==> config.mk <==
export PLATFORM = sky130hd
export DESIGN_NAME = http_request_head_tokenizer_top
export DESIGN_NICKNAME = d
export VERILOG_FILES = /design/src/rtl/hrht_pkg.sv /design/src/rtl/hrht_core.sv /design/src/rtl/hrht_res_fifo.sv /design/src/rtl/http_request_head_tokenizer_top.sv
export SDC_FILE = /design/constraint.sdc
export NUM_CORES = 1
export LEC_CHECK = 0
export ABC_AREA = 1
export ABC_CLOCK_PERIOD_IN_PS = 3000
export BUFFER_PORTS_ARGS = -buffer_cell sky130_fd_sc_hd__buf_2
export CAP_MARGIN = 20
export CORE_UTILIZATION = 56
export DETAILED_ROUTE_END_ITERATION = 16
export PLACE_DENSITY = 0.77
export SYNTH_ARGS = -nofsm -noshare
export SYNTH_HDL_FRONTEND = slang
export SYNTH_SLANG_ARGS = --single-unit
export TNS_END_PERCENT = 10
==> constraint.sdc <==
create_clock -name clk -period 3 [get_ports clk]
set_input_delay 0.15 -clock clk [delete_from_list [all_inputs] [get_ports clk]]
set_output_delay 0.15 -clock clk [all_outputs]
set_load 0.05 [all_outputs]
==> src/rtl/hrht_pkg.sv <==
// ----------------------------------------------------------------------------
// hrht_pkg
// shared types, byte codes, result codes and the method name table for the
// request head tokenizer
// ----------------------------------------------------------------------------
package hrht_pkg;

    // one input beat: a byte of request text
    typedef struct packed {
        logic [7:0] data_byte;
        logic       end_of_text;
    } in_beat_t;

    // one result beat
    typedef struct packed {
        logic [2:0] kind;
        logic [7:0] out_byte;
        logic [3:0] method_code;
        logic [1:0] status;
        logic       last_of_item;
    } out_beat_t;

    // results caused by one input beat, packed from the front
    typedef struct packed {
        out_beat_t  first;
        out_beat_t  second;
        logic [1:0] count;
    } res_pair_t;

    // byte codes
    localparam logic [7:0] LF_BYTE    = 8'h0A;
    localparam logic [7:0] CR_BYTE    = 8'h0D;
    localparam logic [7:0] SP_BYTE    = 8'h20;
    localparam logic [7:0] COLON_BYTE = 8'h3A;

    // result kinds
    localparam logic [2:0] KIND_PATH      = 3'd0;
    localparam logic [2:0] KIND_NAME      = 3'd1;
    localparam logic [2:0] KIND_VALUE     = 3'd2;
    localparam logic [2:0] KIND_REQ_DONE  = 3'd3;
    localparam logic [2:0] KIND_HDR_DONE  = 3'd4;
    localparam logic [2:0] KIND_HDRS_DONE = 3'd5;

    // status codes
    localparam logic [1:0] ST_OK        = 2'd0;
    localparam logic [1:0] ST_TOKENS    = 2'd1;
    localparam logic [1:0] ST_METHOD    = 2'd2;
    localparam logic [1:0] ST_NO_COLON  = 2'd3;

    // parser phases
    localparam logic [1:0] PH_REQ  = 2'd0;
    localparam logic [1:0] PH_HDR  = 2'd1;
    localparam logic [1:0] PH_DONE = 2'd2;
    localparam logic [1:0] PH_ERR  = 2'd3;

    localparam int NUM_METHODS = 9;
    localparam int METH_CHARS  = 7;

    // method names, left aligned, zero padded
    localparam logic [8*METH_CHARS-1:0] METH_TEXT [NUM_METHODS] = '{
        {"GET",     32'h0},
        {"HEAD",    24'h0},
        {"POST",    24'h0},
        {"PUT",     32'h0},
        {"DELETE",  8'h0},
        "CONNECT",
        "OPTIONS",
        {"TRACE",   16'h0},
        {"PATCH",   16'h0}
    };

    localparam logic [2:0] METH_LEN [NUM_METHODS] = '{
        3'd3, 3'd4, 3'd4, 3'd3, 3'd6, 3'd7, 3'd7, 3'd5, 3'd5
    };

    // methods whose name has byte c at position pos
    function automatic logic [NUM_METHODS-1:0] meth_hit(input logic [2:0] pos,
                                                        input logic [7:0] c);
        logic [NUM_METHODS-1:0] hit;
        hit = '0;
        for (int m = 0; m < NUM_METHODS; m++) begin
            if (pos < METH_LEN[m]) begin
                hit[m] = (METH_TEXT[m][8*METH_CHARS-1-8*pos -: 8] == c);
            end
        end
        return hit;
    endfunction

endpackage

==> src/rtl/hrht_core.sv <==
// ----------------------------------------------------------------------------
// hrht_core
// tokenizer state and the single-pass result logic for one byte
// ----------------------------------------------------------------------------
module hrht_core (
    input  logic               clk,
    input  logic               rst_n,
    input  logic               fire,
    input  hrht_pkg::in_beat_t beat,
    output hrht_pkg::res_pair_t res
);

    logic [1:0]                       phase_reg, phase_next;
    logic [7:0]                       held_byte_reg, held_byte_next;
    logic                             held_valid_reg, held_valid_next;
    logic [1:0]                       token_index_reg, token_index_next;
    logic [hrht_pkg::NUM_METHODS-1:0] method_match_reg, method_match_next;
    logic [2:0]                       method_position_reg, method_position_next;
    logic                             colon_seen_reg, colon_seen_next;
    logic                             line_released_reg, line_released_next;

    logic                   active;
    logic                   is_lf;
    logic                   rel_emit;
    hrht_pkg::out_beat_t    rel_beat;
    logic                   end_emit;
    hrht_pkg::out_beat_t    end_beat;
    logic                   found;
    logic [3:0]             code;
    logic                   cr_line;

    always_comb
    begin
        phase_next           = phase_reg;
        held_byte_next       = held_byte_reg;
        held_valid_next      = held_valid_reg;
        token_index_next     = token_index_reg;
        method_match_next    = method_match_reg;
        method_position_next = method_position_reg;
        colon_seen_next      = colon_seen_reg;
        line_released_next   = line_released_reg;

        rel_emit = 1'b0;
        rel_beat = '0;
        end_emit = 1'b0;
        end_beat = '0;
        found    = 1'b0;
        code     = 4'd0;
        cr_line  = 1'b0;

        active = (phase_reg == hrht_pkg::PH_REQ) || (phase_reg == hrht_pkg::PH_HDR);
        is_lf  = (beat.data_byte == hrht_pkg::LF_BYTE);

        // release the held byte
        if (active && !is_lf && held_valid_reg)
        begin
            line_released_next = 1'b1;
            if (phase_reg == hrht_pkg::PH_REQ)
            begin
                if (held_byte_reg == hrht_pkg::SP_BYTE)
                begin
                    if (token_index_reg != 2'd3)
                    begin
                        token_index_next = token_index_reg + 2'd1;
                    end
                end
                else if (token_index_reg == 2'd0)
                begin
                    method_match_next = method_match_reg &
                        hrht_pkg::meth_hit(method_position_reg, held_byte_reg);
                    if (method_position_reg != 3'd7)
                    begin
                        method_position_next = method_position_reg + 3'd1;
                    end
                end
                else if (token_index_reg == 2'd1)
                begin
                    rel_emit          = 1'b1;
                    rel_beat.kind     = hrht_pkg::KIND_PATH;
                    rel_beat.out_byte = held_byte_reg;
                end
            end
            else
            begin
                if (!colon_seen_reg && held_byte_reg == hrht_pkg::COLON_BYTE)
                begin
                    colon_seen_next = 1'b1;
                end
                else
                begin
                    rel_emit          = 1'b1;
                    rel_beat.kind     = colon_seen_reg ? hrht_pkg::KIND_VALUE
                                                       : hrht_pkg::KIND_NAME;
                    rel_beat.out_byte = held_byte_reg;
                end
            end
        end

        // take the new byte into the hold
        if (active && !is_lf)
        begin
            held_byte_next  = beat.data_byte;
            held_valid_next = 1'b1;
        end

        // line end, seen by the updated line state
        for (int m = 0; m < hrht_pkg::NUM_METHODS; m++)
        begin
            if (method_match_next[m] && hrht_pkg::METH_LEN[m] == method_position_next)
            begin
                found = 1'b1;
                code  = 4'(m);
            end
        end
        cr_line = held_valid_next && (held_byte_next == hrht_pkg::CR_BYTE) &&
                  !line_released_next;

        if (active && (is_lf || beat.end_of_text))
        begin
            end_emit = 1'b1;
            if (phase_reg == hrht_pkg::PH_REQ)
            begin
                end_beat.kind = hrht_pkg::KIND_REQ_DONE;
                if (token_index_next != 2'd2)
                begin
                    end_beat.status = hrht_pkg::ST_TOKENS;
                    phase_next      = hrht_pkg::PH_ERR;
                end
                else if (!found)
                begin
                    end_beat.status = hrht_pkg::ST_METHOD;
                    phase_next      = hrht_pkg::PH_ERR;
                end
                else
                begin
                    end_beat.method_code = code;
                    phase_next           = hrht_pkg::PH_HDR;
                end
            end
            else if (cr_line)
            begin
                end_beat.kind = hrht_pkg::KIND_HDRS_DONE;
                phase_next    = hrht_pkg::PH_DONE;
            end
            else
            begin
                end_beat.kind   = hrht_pkg::KIND_HDR_DONE;
                end_beat.status = colon_seen_next ? hrht_pkg::ST_OK
                                                  : hrht_pkg::ST_NO_COLON;
            end
        end

        // clear the line, and the whole request at end of text
        if (end_emit || beat.end_of_text)
        begin
            held_byte_next       = 8'd0;
            held_valid_next      = 1'b0;
            token_index_next     = 2'd0;
            method_match_next    = '1;
            method_position_next = 3'd0;
            colon_seen_next      = 1'b0;
            line_released_next   = 1'b0;
        end
        if (beat.end_of_text)
        begin
            phase_next = hrht_pkg::PH_REQ;
        end

        // pack results from the front, mark the last one
        res = '0;
        if (rel_emit)
        begin
            res.first              = rel_beat;
            res.first.last_of_item = !end_emit;
            res.second             = end_beat;
            res.second.last_of_item = 1'b1;
            res.count              = end_emit ? 2'd2 : 2'd1;
        end
        else if (end_emit)
        begin
            res.first              = end_beat;
            res.first.last_of_item = 1'b1;
            res.count              = 2'd1;
        end
    end

    always_ff @(posedge clk or negedge rst_n)
    begin
        if (!rst_n)
        begin
            phase_reg           <= hrht_pkg::PH_REQ;
            held_byte_reg       <= 8'd0;
            held_valid_reg      <= 1'b0;
            token_index_reg     <= 2'd0;
            method_match_reg    <= '1;
            method_position_reg <= 3'd0;
            colon_seen_reg      <= 1'b0;
            line_released_reg   <= 1'b0;
        end
        else if (fire)
        begin
            phase_reg           <= phase_next;
            held_byte_reg       <= held_byte_next;
            held_valid_reg      <= held_valid_next;
            token_index_reg     <= token_index_next;
            method_match_reg    <= method_match_next;
            method_position_reg <= method_position_next;
            colon_seen_reg      <= colon_seen_next;
            line_released_reg   <= line_released_next;
        end
    end

endmodule

==> src/rtl/hrht_res_fifo.sv <==
// ----------------------------------------------------------------------------
// hrht_res_fifo
// four-entry result queue, up to two beats in a cycle, one out unless stalled
// ----------------------------------------------------------------------------
module hrht_res_fifo (
    input  logic                clk,
    input  logic                rst_n,
    input  logic                push,
    input  hrht_pkg::res_pair_t pair,
    output logic                room,
    output logic                valid,
    input  logic                stall,
    output hrht_pkg::out_beat_t beat
);

    hrht_pkg::out_beat_t mem_reg [4];
    logic [1:0]          wr_ptr_reg, wr_ptr_next;
    logic [1:0]          rd_ptr_reg, rd_ptr_next;
    logic [2:0]          count_reg, count_next;
    logic [1:0]          n_in;
    logic                pop;

    assign n_in  = push ? pair.count : 2'd0;
    assign valid = (count_reg != 3'd0);
    assign pop   = valid && !stall;
    assign room  = (count_reg <= 3'd2);
    assign beat  = mem_reg[rd_ptr_reg];

    always_comb
    begin
        wr_ptr_next = wr_ptr_reg + n_in;
        rd_ptr_next = rd_ptr_reg + {1'b0, pop};
        count_next  = count_reg + {1'b0, n_in} - {2'b00, pop};
    end

    always_ff @(posedge clk)
    begin
        if (n_in != 2'd0)
        begin
            mem_reg[wr_ptr_reg] <= pair.first;
        end
        if (n_in == 2'd2)
        begin
            mem_reg[wr_ptr_reg + 2'd1] <= pair.second;
        end
    end

    always_ff @(posedge clk or negedge rst_n)
    begin
        if (!rst_n)
        begin
            wr_ptr_reg <= 2'd0;
            rd_ptr_reg <= 2'd0;
            count_reg  <= 3'd0;
        end
        else
        begin
            wr_ptr_reg <= wr_ptr_next;
            rd_ptr_reg <= rd_ptr_next;
            count_reg  <= count_next;
        end
    end

endmodule

==> src/rtl/http_request_head_tokenizer_top.sv <==
// ----------------------------------------------------------------------------
// http_request_head_tokenizer_top
// byte-wide tokenizer for the head of an http/1.1 request
// ----------------------------------------------------------------------------
// takes the request text one byte per beat and gives path, header name and
// header value bytes plus line events (request line done with method code,
// header done, headers done). one byte is always held back so the last byte
// of each line, normally cr, can be dropped. a beat with end_of_text set
// closes the current line and returns the tokenizer to its start state for
// the next request. throughput is one input beat per cycle as long as each
// byte gives at most one result and res_stall stays low; the result port
// gives one beat per cycle when not stalled, so a byte that gives two
// results (a released byte plus a line event on the final byte) sends them
// one after the other. an input beat passes the input register, then the
// line logic into the four-entry result queue. the input side stalls only
// while the queue cannot take the two results a byte may cause.
// ----------------------------------------------------------------------------
module http_request_head_tokenizer_top (
    input  logic                clk,
    input  logic                rst_n,
    // request text beats
    input  logic                req_valid,
    output logic                req_stall,
    input  hrht_pkg::in_beat_t  req_beat,
    // result beats
    output logic                res_valid,
    input  logic                res_stall,
    output hrht_pkg::out_beat_t res_beat
);

    // input register
    logic               in_valid_reg, in_valid_next;
    hrht_pkg::in_beat_t in_beat_reg;

    logic                accept;
    logic                consume;
    logic                room;
    hrht_pkg::res_pair_t pair;

    // the held item moves on when the queue has space for two results
    assign consume   = in_valid_reg && room;
    assign req_stall = in_valid_reg && !room;
    assign accept    = req_valid && !req_stall;

    always_comb
    begin
        in_valid_next = accept || (in_valid_reg && !consume);
    end

    always_ff @(posedge clk or negedge rst_n)
    begin
        if (!rst_n)
        begin
            in_valid_reg <= 1'b0;
        end
        else
        begin
            in_valid_reg <= in_valid_next;
        end
    end

    // payload needs no reset
    always_ff @(posedge clk)
    begin
        if (accept)
        begin
            in_beat_reg <= req_beat;
        end
    end

    // line state and per-byte result logic
    hrht_core u_core (
        .clk   (clk),
        .rst_n (rst_n),
        .fire  (consume),
        .beat  (in_beat_reg),
        .res   (pair)
    );

    // result queue, doubles as the output register
    hrht_res_fifo u_res_fifo (
        .clk   (clk),
        .rst_n (rst_n),
        .push  (consume),
        .pair  (pair),
        .room  (room),
        .valid (res_valid),
        .stall (res_stall),
        .beat  (res_beat)
    );

endmodule

==> impl_table.tex, run 1 <==
\begin{tabular}{lr}
\hline
Metric & Value \\
\hline
\multicolumn{2}{l}{\textbf{Clock tree}} \\
CTS tree & done \\
Number of post-CTS setup repair buffers & 0 \\
CTS Buf Count & 17 \\
Cell at the root of the clock tree & sky130\_fd\_sc\_hd\_\_clkbuf\_16 \\
Maximum level of the CTS H-tree & 4 \\
Sinks on the clock net & approximately 120 \\
Post-CTS clock slew at the launch and capture registers of the worst setup and hold paths & 50 ps \\
Maximum buffer depth of the clock tree & 2 \\
Clock insertion delay at the later pin of the skew report & 420 ps \\
\multicolumn{2}{l}{\textbf{GRT}} \\
Remaining global-route overflow & 0 \\
Vias in the first global route & about 5,800 \\
Antenna violations before repair & 0 \\
Maximum number of pins on one net before global-route repair & 38 \\
Global-route usage over all layers & $\sim$31\% \\
Wire length of the first global-routing pass & approximately 28 mm \\
\multicolumn{2}{l}{\textbf{Logic synthesis}} \\
Largest cells by area after synthesis & sky130\_fd\_sc\_hd\_\_edfxtp\_1, sky130\_fd\_sc\_hd\_\_nand2\_1, sky130\_fd\_sc\_hd\_\_dfrtp\_1, sky130\_fd\_sc\_hd\_\_dfxtp\_1, sky130\_fd\_sc\_hd\_\_nor2\_1 \\
Most used flip-flop cell after synthesis & sky130\_fd\_sc\_hd\_\_edfxtp\_1 \\
Register area share after synthesis & between 40\% and 50\% \\
Area of the mapped netlist & around 6600 sq um \\
Number of synthesized flops with an enable pin & between 40 and 50 \\
Dominant cell type by area after synthesis & sky130\_fd\_sc\_hd\_\_edfxtp\_1 \\
Unique cell type count in the Yosys netlist & 39 \\
Number of nets produced by synthesis & 890 \\
Cells after Synth & slightly below 900 \\
Most common cell in the synthesized netlist & sky130\_fd\_sc\_hd\_\_nand2\_1 \\
Mean area per synthesized cell & approximately 7.6 sq um \\
Yosys synthesis warning count & 0 \\
Flip-flop and latch count after synthesis & between 100 and 150 \\
Asr flop ratio synth & between 30\% and 40\% \\
Ranking of synthesized cells by instance count & sky130\_fd\_sc\_hd\_\_nand2\_1, sky130\_fd\_sc\_hd\_\_nor2\_1, sky130\_fd\_sc\_hd\_\_o21ai\_0 \\
Share of the synthesized area in the top cell type & $\sim$22\% \\
\multicolumn{2}{l}{\textbf{Die}} \\
Count of boundary I/O pins & 33 \\
Die W & about 110 microns \\
Y dimension of the die & about 110 microns \\
Floorplan die area & roughly 12,000 sq um \\
Starting Density & between 50\% and 60\% \\
Core Rows & 39 \\
Total core area & $\sim$11,000 sq um \\
\multicolumn{2}{l}{\textbf{Power}} \\
Int Pwr & 4.67 mW \\
Sequential share of power & about 25\% \\
Combinational Power Share & around 52\% \\
Part of the power in the clock network & between 20\% and 30\% \\
Total design power & just under 9 mW \\
Switching share of power & 47.2\% \\
Leak & 3.46 nW \\
Net switching power & roughly 4.2 mW \\
Power density normalized to cell area & about 1100 nW/um\^{}2 \\
Worst supply voltage drop on vdd & $\sim$0.70 mV \\
\multicolumn{2}{l}{\textbf{Critical path}} \\
Startpoint of the most critical register-to-register path & u\_core.method\_position\_reg[0] \\
Critical Path RT & 3280 ps \\
Crit path DAT & 3080 ps \\
Setup CP Type & register to register \\
Total buffers and inverters traversed by the critical path & 5 \\
Worst stage delay on the critical path & approximately 380 ps \\
Worst path most repeated cell & sky130\_fd\_sc\_hd\_\_nand2\_1 \\
Kind of cell with the highest combined delay on the critical path & simple AND/OR/NAND/NOR gates \\
Critical-path cell with the highest stage delay & sky130\_fd\_sc\_hd\_\_dfrtp\_1 \\
Critical path cell sequence & ha\_1, inv\_1, ha\_4, inv\_2, buf\_4, nand2\_1, nand2\_2, inv\_1, nor2\_1, nor2\_1, nand3\_1, nand2\_1, nand2\_1, inv\_1, nand2\_2, nand2\_1, nor2\_2, nand3\_1, nand2\_1, nand2\_1, nor2\_1 \\
Top fanout value on the critical path & 8 \\
Kind of start point of the critical path & register \\
Register-to-register setup slack & between 150 and 200 ps \\
Worst setup EP type & register \\
Number of cells on the worst reg-to-reg path & 21 \\
Terminus of the critical flop-to-flop path & u\_res\_fifo.mem\_reg[2][2] \\
\multicolumn{2}{l}{\textbf{STA}} \\
Post-route fraction of the period consumed by the critical path & between 90 and 100\% \\
Final critical path time including I/O delays and setup & roughly 2800 ps \\
Max-slew violation total from the final report & 0 \\
Final clock skew & between 5 and 6 ps \\
Setup Viol. Count Final & 0 \\
Measured slew at the worst slew-check pin & 917 ps \\
Hold Fails Final Rpt & 0 \\
Upper clock frequency limit & approximately 360 MHz \\
Headroom to the max-slew limit & 38.5\% \\
\multicolumn{2}{l}{\textbf{Cells and area}} \\
Total inserted antenna cells & 0 \\
Max FFs per register & 72 \\
Final core utilization & 68.4\% \\
Proportion of layout cells with a drive suffix above 1 & between 10\% and 20\% \\
Total Nets Final & between 900 and 1,000 \\
Growth of design area from synthesis to finish & 19.1\% \\
\multicolumn{2}{l}{\textbf{Routing}} \\
Final antenna-violating net count & 0 \\
First-pass detailed-route iteration total & 6 \\
DRC violation count after routing & 0 \\
Total via count in the routed design & between 6,000 and 7,000 \\
First DRT Iteration DRCs & slightly above 600 \\
DR vias/cell & between 5 and 6 \\
Routed wire length & $\sim$18 mm \\
Per-cell routed wire length & $\sim$16 microns \\
\multicolumn{2}{l}{\textbf{Placement}} \\
Placed wire-length estimate after detailed placement & approximately 12 mm \\
Input/output buffers & 32 \\
Placer's final routability congestion estimate & 0.996 \\
\multicolumn{2}{l}{\textbf{Min path}} \\
Endpoint of the worst hold path & u\_res\_fifo.rd\_ptr\_reg[0] \\
Count of cells along the worst hold path & 3 \\
Worst min path class & input pin to register \\
Beginning of the worst hold path & res\_stall \\
\multicolumn{2}{l}{\textbf{Status}} \\
Status & finished, final reports clean \\
\multicolumn{2}{l}{\textbf{Run}} \\
Count of maximum capacitance violations & 0 \\
\hline
\end{tabular}
==> what timing repair did <==
action                                  CTS  global route
resized for setup                         0            24
hold buffers                             11             0
endpoints found under the setup margin    0            67
hold endpoints to repair                 36             0
==> worst max-delay path by stage <==
stage,slack [ps],cells past startpoint,from,endpoint
floorplan,-30,17,u_core.held_byte_reg[1],u_res_fifo.mem_reg[1][0]
global placement,170,14,u_core.held_byte_reg[6],u_res_fifo.mem_reg[0][4]
detailed placement,70,14,u_core.held_byte_reg[6],u_res_fifo.mem_reg[0][2]
CTS,50,14,u_core.held_byte_reg[6],u_res_fifo.mem_reg[0][17]
global route,-3,16,u_core.held_byte_reg[6],u_res_fifo.count_reg[2]
finish,200,21,u_core.method_position_reg[0],u_res_fifo.mem_reg[2][2]
==> power by group through the flow <==
stage	clock [mW]	combinational [mW]	sequential (mW)
global placement	0	4.38	2.26
floorplan	0	3.38	2.17
global route	2.06	5.09	2.28
finish	1.98	4.61	2.24
CTS	1.99	4.45	2.24
detailed placement	0	4.41	2.26
==> metal layers <==
layer  track usage [%]  share of wire [%]  vias up
li1                  -                  -     3043
met1              39.6                 42     2826
met2              49.7                 47      294
met3              7.88                7.6       56
met4              14.5                3.5        0
met5                 0                  0        -
==> stage by stage <==
step / cells / hold slack (ps) / cell area [sq um] / setup WS (ps) / setup TNS, ps
3_3_place_gp: 1045 / 277 / 7030 / 172 / 0
4_1_cts: 1088 / 149 / 7710 / 50.4 / 0
3_5_place_dp: 1045 / 276 / 7030 / 71.0 / 0
6_report: 1088 / 155 / 7810 / 197 / 0
2_1_floorplan: 867 / -146 / 6570 / -34.1 / -822
5_1_grt: 1088 / 177 / 7810 / -3.15 / -3.15
==> cells in the final DEF (no fill, tap or decap), drive strengths merged, types with 3 or more instances in the layout <==
cell / netlist / layout
clkbuf: 18 / 19
nor2: 134 / 134
bufinv: 0 / 3
inv: 79 / 79
o22ai: 31 / 31
dfrtp: 26 / 26
buf: 23 / 76
nor3: 14 / 14
nand4: 7 / 7
dlygate4sd3: 0 / 11
o21ai: 91 / 91
dfxtp: 32 / 32
clkinv: 1 / 10
dfstp: 9 / 9
ha: 9 / 9
nand3: 93 / 93
a21oi: 31 / 31
edfxtp: 49 / 49
xor2: 10 / 10
a2bb2oi: 4 / 4
nand2: 195 / 195
==> worst register-to-register path, delay by kind of cell (launching register included) <==
family	cells	cell delay, ps
AND/OR/NAND/NOR	14	1310
buffers and inverters	5	500
adder cells (fa/ha/maj)	2	460
flip-flops	1	380
==> area by class of cell <==
type	count	area, sq um
fill	949	3610
multi-input combinational	630	3150
sequential	116	3000
timing repair buffer	87	601
clock buffer	19	433
inverter	80	305
tap	143	179
clock inverter	13	140
==> kinds of logic (layout without fill, tap and decap cells) <==
family | after synthesis | after routing | synth area share [%]
AND/OR/NAND/NOR | 447 | 447 | 29.6
AO/OA/AOI/OAI | 161 | 161 | 13.2
XOR/XNOR | 12 | 12 | 1.60
adder cells (fa/ha/maj) | 10 | 10 | 2.02
flip-flops | 116 | 116 | 45.7
buffers and inverters | 121 | 199 | 7.80
No activity file was read; power rests on OpenSTA's default activity.
==> run 2, diff against run 1 <==
ABC_AREA = unset   (was 1)
==> impl_table.tex, run 2 <==
\begin{tabular}{lr}
\hline
Metric & Value \\
\hline
\multicolumn{2}{l}{\textbf{Status}} \\
Status & finished with violations \\
Violations in the final reports & negative setup slack \\
\multicolumn{2}{l}{\textbf{Clock tree}} \\
CTS tree & done \\
Cell at the root of the clock tree & sky130\_fd\_sc\_hd\_\_clkbuf\_16 \\
CTS Buf Count & 17 \\
Maximum level of the CTS H-tree & 4 \\
Maximum buffer depth of the clock tree & 2 \\
Sinks on the clock net & 116 \\
Post-CTS clock slew at the launch and capture registers of the worst setup and hold paths & approximately 60 ps \\
Clock insertion delay at the later pin of the skew report & $\sim$420 ps \\
\multicolumn{2}{l}{\textbf{Logic synthesis}} \\
Flip-flop and latch count after synthesis & 116 \\
Mean area per synthesized cell & between 10 and 15 sq um \\
Most common cell in the synthesized netlist & sky130\_fd\_sc\_hd\_\_nor2\_1 \\
Area of the mapped netlist & around 6600 sq um \\
Share of the synthesized area in compound gates (AO/OA/AOI/OAI) & between 20\% and 30\% \\
Simple-gate area share of the yosys netlist & $\sim$17\% \\
Post-Synth XOR/XNOR Area & under 10\% \\
Portion of netlist area occupied by mux cells & 7.28\% \\
Unique cell type count in the Yosys netlist & 83 \\
Yosys synthesis warning count & 0 \\
Register area share after synthesis & 45.8\% \\
Share of the synthesized area in the top cell type & between 20 and 25\% \\
Dominant cell type by area after synthesis & sky130\_fd\_sc\_hd\_\_edfxtp\_1 \\
Cells after Synth & 621 \\
Main combinational cell family by area after synthesis & compound AO/OA/AOI/OAI gates \\
Number of nets produced by synthesis & $\sim$640 \\
Ranking of synthesized cells by instance count & sky130\_fd\_sc\_hd\_\_nor2\_1, sky130\_fd\_sc\_hd\_\_edfxtp\_1, sky130\_fd\_sc\_hd\_\_nand2\_1 \\
Number of synthesized flops with an enable pin & between 40 and 50 \\
Most used flip-flop cell after synthesis & sky130\_fd\_sc\_hd\_\_edfxtp\_1 \\
Synth Area in Adders & 2.02\% \\
Asr flop ratio synth & a little under a third \\
Largest cells by area after synthesis & sky130\_fd\_sc\_hd\_\_edfxtp\_1, sky130\_fd\_sc\_hd\_\_dfrtp\_1, sky130\_fd\_sc\_hd\_\_dfxtp\_1, sky130\_fd\_sc\_hd\_\_mux4\_2, sky130\_fd\_sc\_hd\_\_a32o\_1 \\
\multicolumn{2}{l}{\textbf{Placement}} \\
Placed wire-length estimate after detailed placement & between 10 and 15 mm \\
Place WS & -233 ps \\
Input/output buffers & 32 \\
Placer's final routability congestion estimate & between 0.9 and 1 \\
\multicolumn{2}{l}{\textbf{GRT}} \\
Maximum number of pins on one net before global-route repair & 44 \\
Vias in the first global route & just under 6,000 \\
Wire length of the first global-routing pass & between 30 and 40 mm \\
Remaining global-route overflow & 0 \\
Global-route usage over all layers & around 33\% \\
Antenna violations before repair & 0 \\
\multicolumn{2}{l}{\textbf{Die}} \\
Die W & between 100 and 150 microns \\
Count of boundary I/O pins & 33 \\
Total core area & about 11,000 sq um \\
Starting Density & a little under three fifths \\
Core Rows & 39 \\
Floorplan die area & 12,100 sq um \\
Y dimension of the die & between 100 and 150 microns \\
\multicolumn{2}{l}{\textbf{STA}} \\
Setup Viol. Count Final & 13 \\
Final worst slack & -56.2 ps \\
Hold Fails Final Rpt & 0 \\
Final clock skew & approximately 14 ps \\
Max-slew violation total from the final report & 0 \\
Final critical path time including I/O delays and setup & about 3100 ps \\
Upper clock frequency limit & $\sim$330 MHz \\
Measured slew at the worst slew-check pin & $\sim$1000 ps \\
Setup Total Neg Slack & -507 ps \\
Post-route fraction of the period consumed by the critical path & 102\% \\
RSZ-0062 raised after global routing & true \\
Headroom to the max-slew limit & approximately a third \\
\multicolumn{2}{l}{\textbf{Routing}} \\
First-pass detailed-route iteration total & 7 \\
Per-cell routed wire length & 22.1 microns \\
First DRT Iteration DRCs & around 580 \\
DRC violation count after routing & 0 \\
DR vias/cell & $\sim$7 \\
Routed wire length & roughly 20 mm \\
Total via count in the routed design & 6,061 \\
Final antenna-violating net count & 0 \\
\multicolumn{2}{l}{\textbf{Power}} \\
Leak & $\sim$3.2 nW \\
Worst supply voltage drop on vdd & $\sim$1.1 mV \\
Power density normalized to cell area & 955 nW/um\^{}2 \\
\multicolumn{2}{l}{\textbf{Critical path}} \\
Kind of start point of the critical path & register \\
Critical path cell sequence & ha\_4, inv\_4, ha\_4, buf\_6, a21o\_1, o21ai\_1, a211o\_1, or4\_4, a21oi\_4, a21oi\_4, a221o\_1, nor2\_1 \\
Crit path DAT & 3330 ps \\
Critical-path cell with the highest stage delay & sky130\_fd\_sc\_hd\_\_or4\_4 \\
Kind of cell with the highest combined delay on the critical path & compound AO/OA/AOI/OAI gates \\
Total buffers and inverters traversed by the critical path & 2 \\
Top fanout value on the critical path & 7 \\
Setup CP Type & register to register \\
Critical Path RT & around 3300 ps \\
Worst stage delay on the critical path & around 430 ps \\
Worst setup EP type & register \\
\multicolumn{2}{l}{\textbf{Cells and area}} \\
Total inserted antenna cells & 0 \\
Max FFs per register & 72 \\
Growth of design area from synthesis to finish & 32.6\% \\
Proportion of layout cells with a drive suffix above 1 & 36.7\% \\
Total Nets Final & approximately 760 \\
Final core utilization & 76.1\% \\
Leading cell types in the layout, fill and taps excluded & sky130\_fd\_sc\_hd\_\_buf\_4, sky130\_fd\_sc\_hd\_\_nor2\_1, sky130\_fd\_sc\_hd\_\_edfxtp\_1 \\
Commonest non-fill, non-tap cell in the layout & sky130\_fd\_sc\_hd\_\_buf\_4 \\
Fill cell total of the finished layout & between 700 and 800 \\
\multicolumn{2}{l}{\textbf{Min path}} \\
Worst min path class & input pin to register \\
\multicolumn{2}{l}{\textbf{Run}} \\
Count of maximum capacitance violations & 0 \\
\hline
\end{tabular}
-- run 2: cell count changes after synthesis, sizes merged, moves of 22 or more --
cell and change:
a32o +33, inv -62, nand2 -152, nand3 -84, nor2 -69, o21ai -64
o22ai -22
-- run 2: kinds of logic after synthesis --
group | count (synthesis)
and+or+nand+nor | 209
AOI/OAI and AO/OA | 179
DFF | 116
buffers and inverters | 62
muxes | 25
xor gates and xnor gates | 20
adders and majority gates | 10
-- run 2: timing repair --
action,CTS,global route
endpoints found under the hold margin,36,0
endpoints found under the setup margin,44,77
gates cloned,0,2
setup buffers,0,1
pin swaps,13,21
hold buffers,11,0
gates resized for setup,26,50
-- run 2: final timing paths --
check,startpoint,endpoint,slack (ps),cells past startpoint
max,u_core.method_position_reg[0],u_res_fifo.mem_reg[1][4],-60,12
min,res_stall,u_res_fifo.rd_ptr_reg[0],180,3
max reg2reg,u_core.method_position_reg[0],u_res_fifo.mem_reg[1][4],-60,12
min reg2reg,u_res_fifo.mem_reg[1][14],u_res_fifo.mem_reg[1][14],470,1
max in group asynchronous,rst_n,u_res_fifo.count_reg[2],2080,2
min in group asynchronous,rst_n,u_core.method_position_reg[1],370,2
-- run 2: power by group --
group	internal, mW	leakage, nW	switching [mW]
registers	1.98	1.15	0.370
clock network	1.27	0.295	0.737
logic	1.55	1.80	2.40
total	4.80	3.24	3.51
-- run 2: per-layer routing --
| layer | track usage (%) | wire (microns) | vias to the layer above |
|---|---|---|---|
| li1 | - | - | 2631 |
| met3 | 5.82 | 1420 | 79 |
| met1 | 41.7 | 7600 | 3020 |
| met4 | 15.5 | 705 | 0 |
| met5 | 0 | 0 | - |
| met2 | 56.5 | 9960 | 331 |
-- run 2: tightest hold or removal path, stage by stage --
cell                      delay [ps]
sky130_fd_sc_hd__buf_2            80
sky130_fd_sc_hd__nor2b_1          50
sky130_fd_sc_hd__ha_1            280
-- run 2: layout make-up --
cell class              instances  area, sq um  share of cell area, %
multi-input cells             443         3800                   43.7
flip-flops and latches        116         3000                   34.5
repair buffers                138         1040                   11.9
clock buffers                  24          546                   6.28
well taps                     143          179                   2.06
inverters                      17         71.3                  0.821
clock inverters                 8         58.8                  0.677
-- run 2: stage by stage --
stage	cells	power (mW)	cell area (sq um)	hold WS [ps]
after global routing	889	8.66	8690	200
after floorplan	621	4.77	6760	-146
after global placement	844	5.81	7540	293
after detailed placement	844	5.92	7540	296
final	889	8.30	8690	184
after CTS	887	8.00	8380	177
